<file path="src/tcw_pkg.sv">
// ----------------------------------------------------------------------------
// tcw_pkg: shared types and constants for the text console writer
// Screen geometry, cell codes, request and result structs, address helpers.
// ----------------------------------------------------------------------------
package tcw_pkg;

  // Screen geometry
  localparam int COLS   = 80;
  localparam int ROWS   = 25;
  localparam int CELLS  = ROWS * COLS;
  localparam int ADDR_W = $clog2(CELLS);
  localparam int COL_W  = $clog2(COLS);
  localparam int ROW_W  = $clog2(ROWS);

  // Character and attribute codes
  localparam logic [7:0]  CHAR_NEWLINE    = 8'h0A;
  localparam logic [7:0]  CHAR_SPACE      = 8'h20;
  localparam logic [7:0]  CHAR_MARK       = 8'h23;
  localparam logic [7:0]  ATTR_LIGHT_BLUE = 8'h09;
  localparam logic [7:0]  ATTR_WHITE      = 8'h0F;
  localparam logic [7:0]  COLOR_RESET     = 8'h07;
  localparam logic [15:0] CELL_RESET      = 16'h0720;

  // Operation modes
  localparam logic [1:0] MODE_PUT_CHAR  = 2'd0;
  localparam logic [1:0] MODE_PUT_ENTRY = 2'd1;
  localparam logic [1:0] MODE_MARKER    = 2'd2;
  localparam logic [1:0] MODE_READ      = 2'd3;

  // Request to the cell memory
  typedef struct packed {
    logic              we;
    logic              re;
    logic [ADDR_W-1:0] addr;
    logic [15:0]       wdata;
  } mem_req_t;

  // Result handoff from the sequencer to the output register
  typedef struct packed {
    logic       load;
    logic       use_rd;
    logic [6:0] cursor_column;
    logic [4:0] cursor_row;
    logic       did_scroll;
  } res_t;

  // Map a logical row through the circular top offset
  function automatic logic [ROW_W-1:0] phys_row(input logic [ROW_W-1:0] top,
                                                input logic [ROW_W-1:0] y);
    logic [ROW_W:0] sum;
    sum = {1'b0, top} + {1'b0, y};
    if (sum >= (ROW_W+1)'(ROWS)) begin
      sum = sum - (ROW_W+1)'(ROWS);
    end
    return sum[ROW_W-1:0];
  endfunction

  // Linear cell address of a physical row and column
  function automatic logic [ADDR_W-1:0] cell_addr(input logic [ROW_W-1:0] prow,
                                                  input logic [COL_W-1:0] x);
    return ADDR_W'(prow) * ADDR_W'(COLS) + ADDR_W'(x);
  endfunction

endpackage

</file>
<file path="src/tcw_seq.sv">
// ----------------------------------------------------------------------------
// tcw_seq: console sequencer
// Holds cursor, top offset and color; drives the cell memory, the clearing
// sweep after reset and the bottom row fill on scroll.
// ----------------------------------------------------------------------------
module tcw_seq (
  input  logic              clk,
  input  logic              rst,
  input  logic              cfg_wen,
  input  logic [7:0]        cfg_wdata,
  input  logic              in_valid,
  output logic              in_ready,
  input  logic [1:0]        mode,
  input  logic [7:0]        character,
  input  logic [7:0]        entry_color,
  input  logic [6:0]        col_x,
  input  logic [4:0]        row_y,
  input  logic              show,
  input  logic              out_free,
  output tcw_pkg::mem_req_t req,
  output tcw_pkg::res_t     res
);
  import tcw_pkg::*;

  typedef enum logic [1:0] {ST_CLEAR, ST_IDLE, ST_READ, ST_FILL} state_t;

  state_t            state;
  state_t            state_next;
  logic [COL_W-1:0]  cur_col;
  logic [COL_W-1:0]  cur_col_next;
  logic [ROW_W-1:0]  cur_row;
  logic [ROW_W-1:0]  cur_row_next;
  logic [ROW_W-1:0]  top;
  logic [ROW_W-1:0]  top_next;
  logic [ADDR_W-1:0] cnt;
  logic [ADDR_W-1:0] cnt_next;
  logic [ADDR_W-1:0] fill_addr;
  logic [ADDR_W-1:0] fill_addr_next;
  logic              rd_ok;
  logic              rd_ok_next;
  logic [7:0]        text_color;

  logic              accept;
  logic              xy_ok;
  logic [ADDR_W-1:0] xy_addr;
  logic [ADDR_W-1:0] cur_addr;
  logic [COL_W:0]    col_inc;
  logic [ROW_W:0]    row_inc;
  logic              wrap;
  logic              scroll;

  assign in_ready = (state == ST_IDLE) && out_free;
  assign accept   = in_valid && in_ready;

  // Decode positions and cursor motion
  always_comb begin
    xy_ok    = (int'(col_x) < COLS) && (int'(row_y) < ROWS);
    xy_addr  = cell_addr(phys_row(top, ROW_W'(row_y)), COL_W'(col_x));
    cur_addr = cell_addr(phys_row(top, cur_row), cur_col);
    col_inc  = {1'b0, cur_col} + 1'b1;
    row_inc  = {1'b0, cur_row} + 1'b1;
    wrap     = (character == CHAR_NEWLINE) || (col_inc == (COL_W+1)'(COLS));
    scroll   = wrap && (row_inc == (ROW_W+1)'(ROWS));
  end

  // Next state, memory request and result
  always_comb begin
    state_next     = state;
    cur_col_next   = cur_col;
    cur_row_next   = cur_row;
    top_next       = top;
    cnt_next       = cnt;
    fill_addr_next = fill_addr;
    rd_ok_next     = rd_ok;
    req            = '0;
    res            = '0;
    res.cursor_column = 7'(cur_col);
    res.cursor_row    = 5'(cur_row);

    unique case (state)
      ST_CLEAR: begin
        req.we    = 1'b1;
        req.addr  = cnt;
        req.wdata = CELL_RESET;
        cnt_next  = cnt + 1'b1;
        if (cnt == ADDR_W'(CELLS - 1)) begin
          cnt_next   = '0;
          state_next = ST_IDLE;
        end
      end
      ST_IDLE: begin
        if (accept) begin
          res.load = 1'b1;
          unique case (mode)
            MODE_PUT_CHAR: begin
              if (character != CHAR_NEWLINE) begin
                req.we    = 1'b1;
                req.addr  = cur_addr;
                req.wdata = {text_color, character};
              end
              cur_col_next = wrap ? '0 : col_inc[COL_W-1:0];
              cur_row_next = wrap ? row_inc[ROW_W-1:0] : cur_row;
              if (scroll) begin
                // Old top row becomes the new bottom row
                cur_row_next   = ROW_W'(ROWS - 1);
                top_next       = (top == ROW_W'(ROWS - 1)) ? '0 : top + 1'b1;
                fill_addr_next = cell_addr(top, '0);
                cnt_next       = '0;
                res.load       = 1'b0;
                state_next     = ST_FILL;
              end
            end
            MODE_PUT_ENTRY: begin
              req.we    = xy_ok;
              req.addr  = xy_addr;
              req.wdata = {entry_color, character};
            end
            MODE_MARKER: begin
              req.we    = 1'b1;
              req.addr  = cur_addr;
              req.wdata = show ? {ATTR_LIGHT_BLUE, CHAR_MARK} : {ATTR_WHITE, CHAR_SPACE};
            end
            MODE_READ: begin
              req.re     = xy_ok;
              req.addr   = xy_addr;
              rd_ok_next = xy_ok;
              res.load   = 1'b0;
              state_next = ST_READ;
            end
            default: ;
          endcase
          res.cursor_column = 7'(cur_col_next);
          res.cursor_row    = 5'(cur_row_next);
        end
      end
      ST_READ: begin
        // Read data is valid this cycle
        res.load   = 1'b1;
        res.use_rd = rd_ok;
        state_next = ST_IDLE;
      end
      ST_FILL: begin
        req.we    = 1'b1;
        req.addr  = fill_addr + cnt;
        req.wdata = {text_color, CHAR_SPACE};
        cnt_next  = cnt + 1'b1;
        if (cnt == ADDR_W'(COLS - 1)) begin
          cnt_next       = '0;
          res.load       = 1'b1;
          res.did_scroll = 1'b1;
          state_next     = ST_IDLE;
        end
      end
      default: state_next = ST_IDLE;
    endcase
  end

  // Hold state, cursor, offset, fill base and color
  always_ff @(posedge clk) begin
    if (rst) begin
      state      <= ST_CLEAR;
      cur_col    <= '0;
      cur_row    <= '0;
      top        <= '0;
      cnt        <= '0;
      fill_addr  <= '0;
      rd_ok      <= 1'b0;
      text_color <= COLOR_RESET;
    end else begin
      state     <= state_next;
      cur_col   <= cur_col_next;
      cur_row   <= cur_row_next;
      top       <= top_next;
      cnt       <= cnt_next;
      fill_addr <= fill_addr_next;
      rd_ok     <= rd_ok_next;
      if (cfg_wen) begin
        text_color <= cfg_wdata;
      end
    end
  end

endmodule

</file>
<file path="config.mk">
export PLATFORM = sky130hd
export DESIGN_NAME = tcw_seq
export DESIGN_NICKNAME = d
export VERILOG_FILES = /design/src/tcw_pkg.sv /design/src/tcw_seq.sv
export SDC_FILE = /design/constraint.sdc
export NUM_CORES = 1
export LEC_CHECK = 0
export ABC_CLOCK_PERIOD_IN_PS = 8800
export BUFFER_PORTS_ARGS = -buffer_cell sky130_fd_sc_hd__buf_2
export CAP_MARGIN = 25
export CORE_MARGIN = 4
export CORE_UTILIZATION = 61
export DETAILED_ROUTE_END_ITERATION = 10
export GPL_TIMING_DRIVEN = 0
export HOLD_SLACK_MARGIN = 0.08
export PLACE_DENSITY = 0.87
export REMOVE_ABC_BUFFERS = 1
export SLEW_MARGIN = 40
export SYNTH_ARGS = -nofsm -noshare
export SYNTH_HDL_FRONTEND = slang
export SYNTH_SLANG_ARGS = --single-unit
</file>
<file path="constraint.sdc">
create_clock -name clk -period 8.8 [get_ports clk]
set_input_delay 0.44 -clock clk [delete_from_list [all_inputs] [get_ports clk]]
set_output_delay 0.44 -clock clk [all_outputs]
set_load 0.05 [all_outputs]
</file>
* After elaboration in Yosys (flattened, before gate mapping) *
Index checks and enable logic that the tools add are counted.

word-level totals
  memories = 0
  logic and storage cells = 101
  bits in registers = 46
  latch bits = 0
  memory bits (writable) = 0
  memory bits (read-only) = 0

operators by class
  $add $sub $neg = 11
  equal/unequal tests = 20
  bitwise logic cells = 0
  order comparisons = 4
  multipliers = 3
  muxes and demuxes = 40
  shift operators = 0
  divide/modulo/power cells = 0
  reduce and logical (&&, ||, !) cells = 15

operator list
  kind                     number
  $pmux W27 S3             1
  $mux W11                 6
  $pmux W11 S3             2
  $pmux W16 S3             1
  $mux W5                  6
  $mux W29                 1
  $mux W27                 1
  $mux W12                 2
  $add A11 B7 Y11          2
  $mul A5 B3 Y7 const B    3
  $mux W7                  2
  $add A5 B5 Y6            2
  $ge A6 B5 Y1 const B     2
  $add A11 B1 Y11 const B  1
  $add A11 B11 Y11         1
  $eq A11 B11 Y1 const B   1
  $eq A11 B7 Y1 const B    1
  $sub A5 B5 Y5 const B    2
  $add A7 B1 Y8 const B    1
  $eq A2 B2 Y1 const B     4
  $eq A8 B4 Y1 const B     1
  $eq A8 B7 Y1 const B     1
  $mux W1                  8
  $mux W2                  4
  25 further kinds         37

* Depth between registers and ports, before layout *
  depth after elaboration = 9
  gate-level depth with buffers = 22
  depth with buffers taken out = 22

* Worst setup path before layout *
Ideal clock, no wire load.

  path kind = reg-to-output
  from = reg top[0]
  to = out req[25] (netlist name)
  setup slack = 3.273 ns
  arrival = 5.087 ns
  path buffers = 1
  stages on the path, launching flop included = 17
  required time = 8.360 ns
  path through = dfxtp_1 -> ha_1 -> inv_1 -> fa_1 -> ha_1 -> nand3b_1 -> nor2_1 -> mux2_1 -> or3_1 -> buf_6 -> ha_1 -> ha_1 -> fa_1 -> nand2_1 -> a21oi_1 -> mux2_1 -> a211oi_1

RTL lines
  element                   RTL line        source
  start: declaration        tcw_seq.sv:33   logic [ROW_W-1:0] top;
  start signal: assignment  tcw_seq.sv:173  top <= top_next;
  end: declaration          tcw_seq.sv:20   output tcw_pkg::mem_req_t req,

==> results.yml <==
global_route:
  grt_max_degree: 35
  antenna_found_initial: 0
  grt_use_total_pct: 27.3
  grt_pass1_wl_mm: 19.8
  gr-total-overflow: 0
  grt_pass1_vias: 4379
clocking:
  clkTransAtPathRegs_ns: 0.08
  clk_latency_ns: 0.31
  root_buffer: "clkbuf_8"
  post_cts_resize_count: 0
  cts_hold_buf: 0
  cts_htree_levels: 2
  cts_tree: "yes"
  cts_buffers: 5
  cts_buffer_depth: 2
  postCtsSetupRepairBufs: 0
  cts_sinks: 46
die:
  dieWidth_um: 94.4
  core_mm2: 0.00725
  io_pins: 89
  die_area_mm2: 0.00891
  start_util_pct: 62.7
  die_h_um: 94.4
  rows: 31
routing:
  wl_met1_mm: 4.92
  route.met3.wl_um: 862
  drt-initial-drc-count: 496
  dr.pass1.iters: 5
  topRoutingLayerUsed: "met4"
  vias: 4577
  drc_errors: 0
  postRouteAntennaNets: 0
  wl_met2_mm: 6.02
  postRouteWirelength_mm: 12.0
  vias_per_cell: 6.09
  routedWlPerCell_um: 16.0
cells_and_area:
  ff_latch_area_um2: 921
  diodes: 0
  drive_gt1_share_pct: 16.4
  nNetsFinal: 761
  area_growth_pct: 12.5
  utilization_pct: 70.6
  n_fill_cell: 593
  multi_input_area_mm2: 0.00346
  design_area_mm2: 0.00512
synth:
  ys_ff_latch: 46
  netlist_area_mm2: 0.00455
  synth_area_leaders: "dfxtp_1, ha_1, nor2_1"
  synth_edf_count: 0
  avgSynthCellArea_um2: 7.94
  synthCells: 573
  synth_cell_types: 63
  synth_flop_cell: "dfxtp_1"
  synth_top_area_share_pct: 20.2
  synth_top_cell_by_area: "dfxtp_1"
  synthArstFlopShare_pct: 0
  yosysWarnings: 0
  ys_seq_area_share_pct: 20.2
pwr:
  max-vdd-ir-drop_mv: 0.0898
  seqPwrFrac_pct: 39.1
  total_power_uw: 589
  netSwitchingPower_uw: 243
  p_per_area_mw_per_mm2: 115
  switching_share_pct: 41.3
  p_leak_uw: 0.00243
  p_comb_share_pct: 39.4
  p_int_uw: 345
  p_clk_share_pct: 21.5
critical_path:
  required_ns: 8.36
  crit_end: "req[26]"
  crit_fanout: 7
  cp.depth: 22
  regToRegStartpoint: "state[0]"
  crit_family: "compound AO/OA/AOI/OAI gates"
  crit_top_cell: "o21ai_0"
  rr_endpoint: "cnt[0]"
  start_kind: "register"
  reg2reg_depth: 8
  crit_chain: "inv_1 -> fa_1 -> nor2b_1 -> o21a_1 -> or3_1 -> and2_1 -> o21ai_0 -> o21ai_1 -> nand2_1 -> xor2_1 -> ha_1 -> ha_1 -> fa_1 -> nand2_1 -> a211oi_1 -> o21ai_0 -> o21ai_0 -> a21oi_1 -> xnor2_1 -> a221oi_1 -> o2bb2ai_1 -> buf_2"
  cp.arrival_ns: 5.52
  reg2reg_slack_ns: 5.38
  worst-path-buf-inv: 2
  slowest_delay_ns: 0.55
  crit_type: "register to primary output"
  startpoint: "top[1]"
  slowest_stage: "fa_1"
  cp-end-kind: "primary output"
placement:
  gp_congestion: 0.919
  portBuffers: 88
  place_area_mm2: 0.00504
  hpwl_mm: 9.47
sta:
  period_needed_ns: 5.96
  relSlewSlack_pct: 53.8
  setup_viol: 0
  maxSlewViolCount: 0
  fin_crit_sh_pct: 67.7
  fin_worst_skew_ns: 0.00748
  max_freq_ghz: 0.168
  rsz0062_at_grt: "false"
  hold_viol_final: 0
  worst_pin_slew_ns: 0.693
  setup_tns_ns: 0
outcome:
  outcome: "completed"
worst_hold_path:
  hold_path_class: "primary input to register"
  hp-start: "cfg_wdata[0]"
job:
  max-cap-violations: 0
worst min-delay path by stage:
| stage | cells after the start | slack (ns) | end |
|---|---|---|---|
| after floorplan | 2 | 0.44 | fill_addr[10] |
| after global placement | 2 | 0.46 | rd_ok |
| after detailed placement | 2 | 0.49 | rd_ok |
| after CTS | 2 | 0.34 | text_color[2] |
| after global routing | 2 | 0.33 | text_color[2] |
| final | 2 | 0.34 | text_color[0] |
state kept, by name (all words and copies together) (netlist names):
register and flops:
cur_col 7, state 2, cnt 11, rd_ok 1
fill_addr 7, cur_row 5, text_color 8, top 5
layer usage:
layer | GRT usage (%) | up-vias
met5 | 0 | -
met4 | 6.50 | 0
met3 | 4.46 | 25
met2 | 50.0 | 200
met1 | 33.2 | 2157
li1 | - | 2195
placed cells by master (no fill, tap or decap), types with 8 or more instances in the layout:
master,n
a21o_1,9
a21oi_1,41
and2_1,12
buf_2,88
dfxtp_1,46
ha_1,58
inv_1,25
mux2i_1,18
nand2_1,53
nand2b_1,10
nand3_1,19
nor2_1,61
nor2b_1,24
nor3_1,8
o21ai_0,30
xnor2_1,23
xor2_1,21
through the flow:
| step | cells | worst slack [ns] | hold WS, ns |
|---|---|---|---|
| CTS | 751 | 3.01 | 0.338 |
| global route | 751 | 2.60 | 0.334 |
| floorplan | 557 | 3.30 | 0.438 |
| finish | 751 | 2.84 | 0.335 |
| global placement | 744 | 3.55 | 0.464 |
| detailed placement | 744 | 3.40 | 0.485 |
power groups by stage:
| stage | sequential (µW) | combinational [µW] | clock (µW) |
|---|---|---|---|
| 2_1_floorplan | 231 | 169 | 0 |
| 3_3_place_gp | 234 | 223 | 0 |
| 3_5_place_dp | 234 | 229 | 0 |
| 4_1_cts | 229 | 230 | 129 |
| 5_1_grt | 232 | 252 | 135 |
| 6_report | 230 | 232 | 127 |
Yosys cell counts, types with 5 or more instances:
cell type / n
nor2_1: 61
ha_1: 58
nand2_1: 53
dfxtp_1: 46
a21oi_1: 41
o21ai_0: 30
inv_1: 25
nor2b_1: 24
xnor2_1: 23
xor2_1: 21
nand3_1: 19
mux2i_1: 18
and2_1: 12
clkbuf_1: 12
nand2b_1: 10
a21o_1: 9
nor3_1: 8
fa_1: 7
nand4_1: 7
a211oi_1: 6
a22o_1: 5
and3_1: 5
mux2_2: 5
cell families after synthesis:
logic type | synth area share [%]
buffers and inverters | 3.63
muxes | 5.69
adders and majority gates | 19.0
and+or+nand+nor | 23.4
xor gates and xnor gates | 8.47
AOI/OAI and AO/OA | 19.5
DFF | 20.2
layout make-up:
class / instances / share of cell area [%]
Clock buffer: 7 / 1.49
Multi-Input combinational cell: 486 / 67.7
Inverter: 25 / 1.83
Sequential cell: 46 / 18.0
Tap cell: 99 / 2.42
Timing Repair Buffer: 88 / 8.60
No activity file was read; power rests on OpenSTA's default activity.
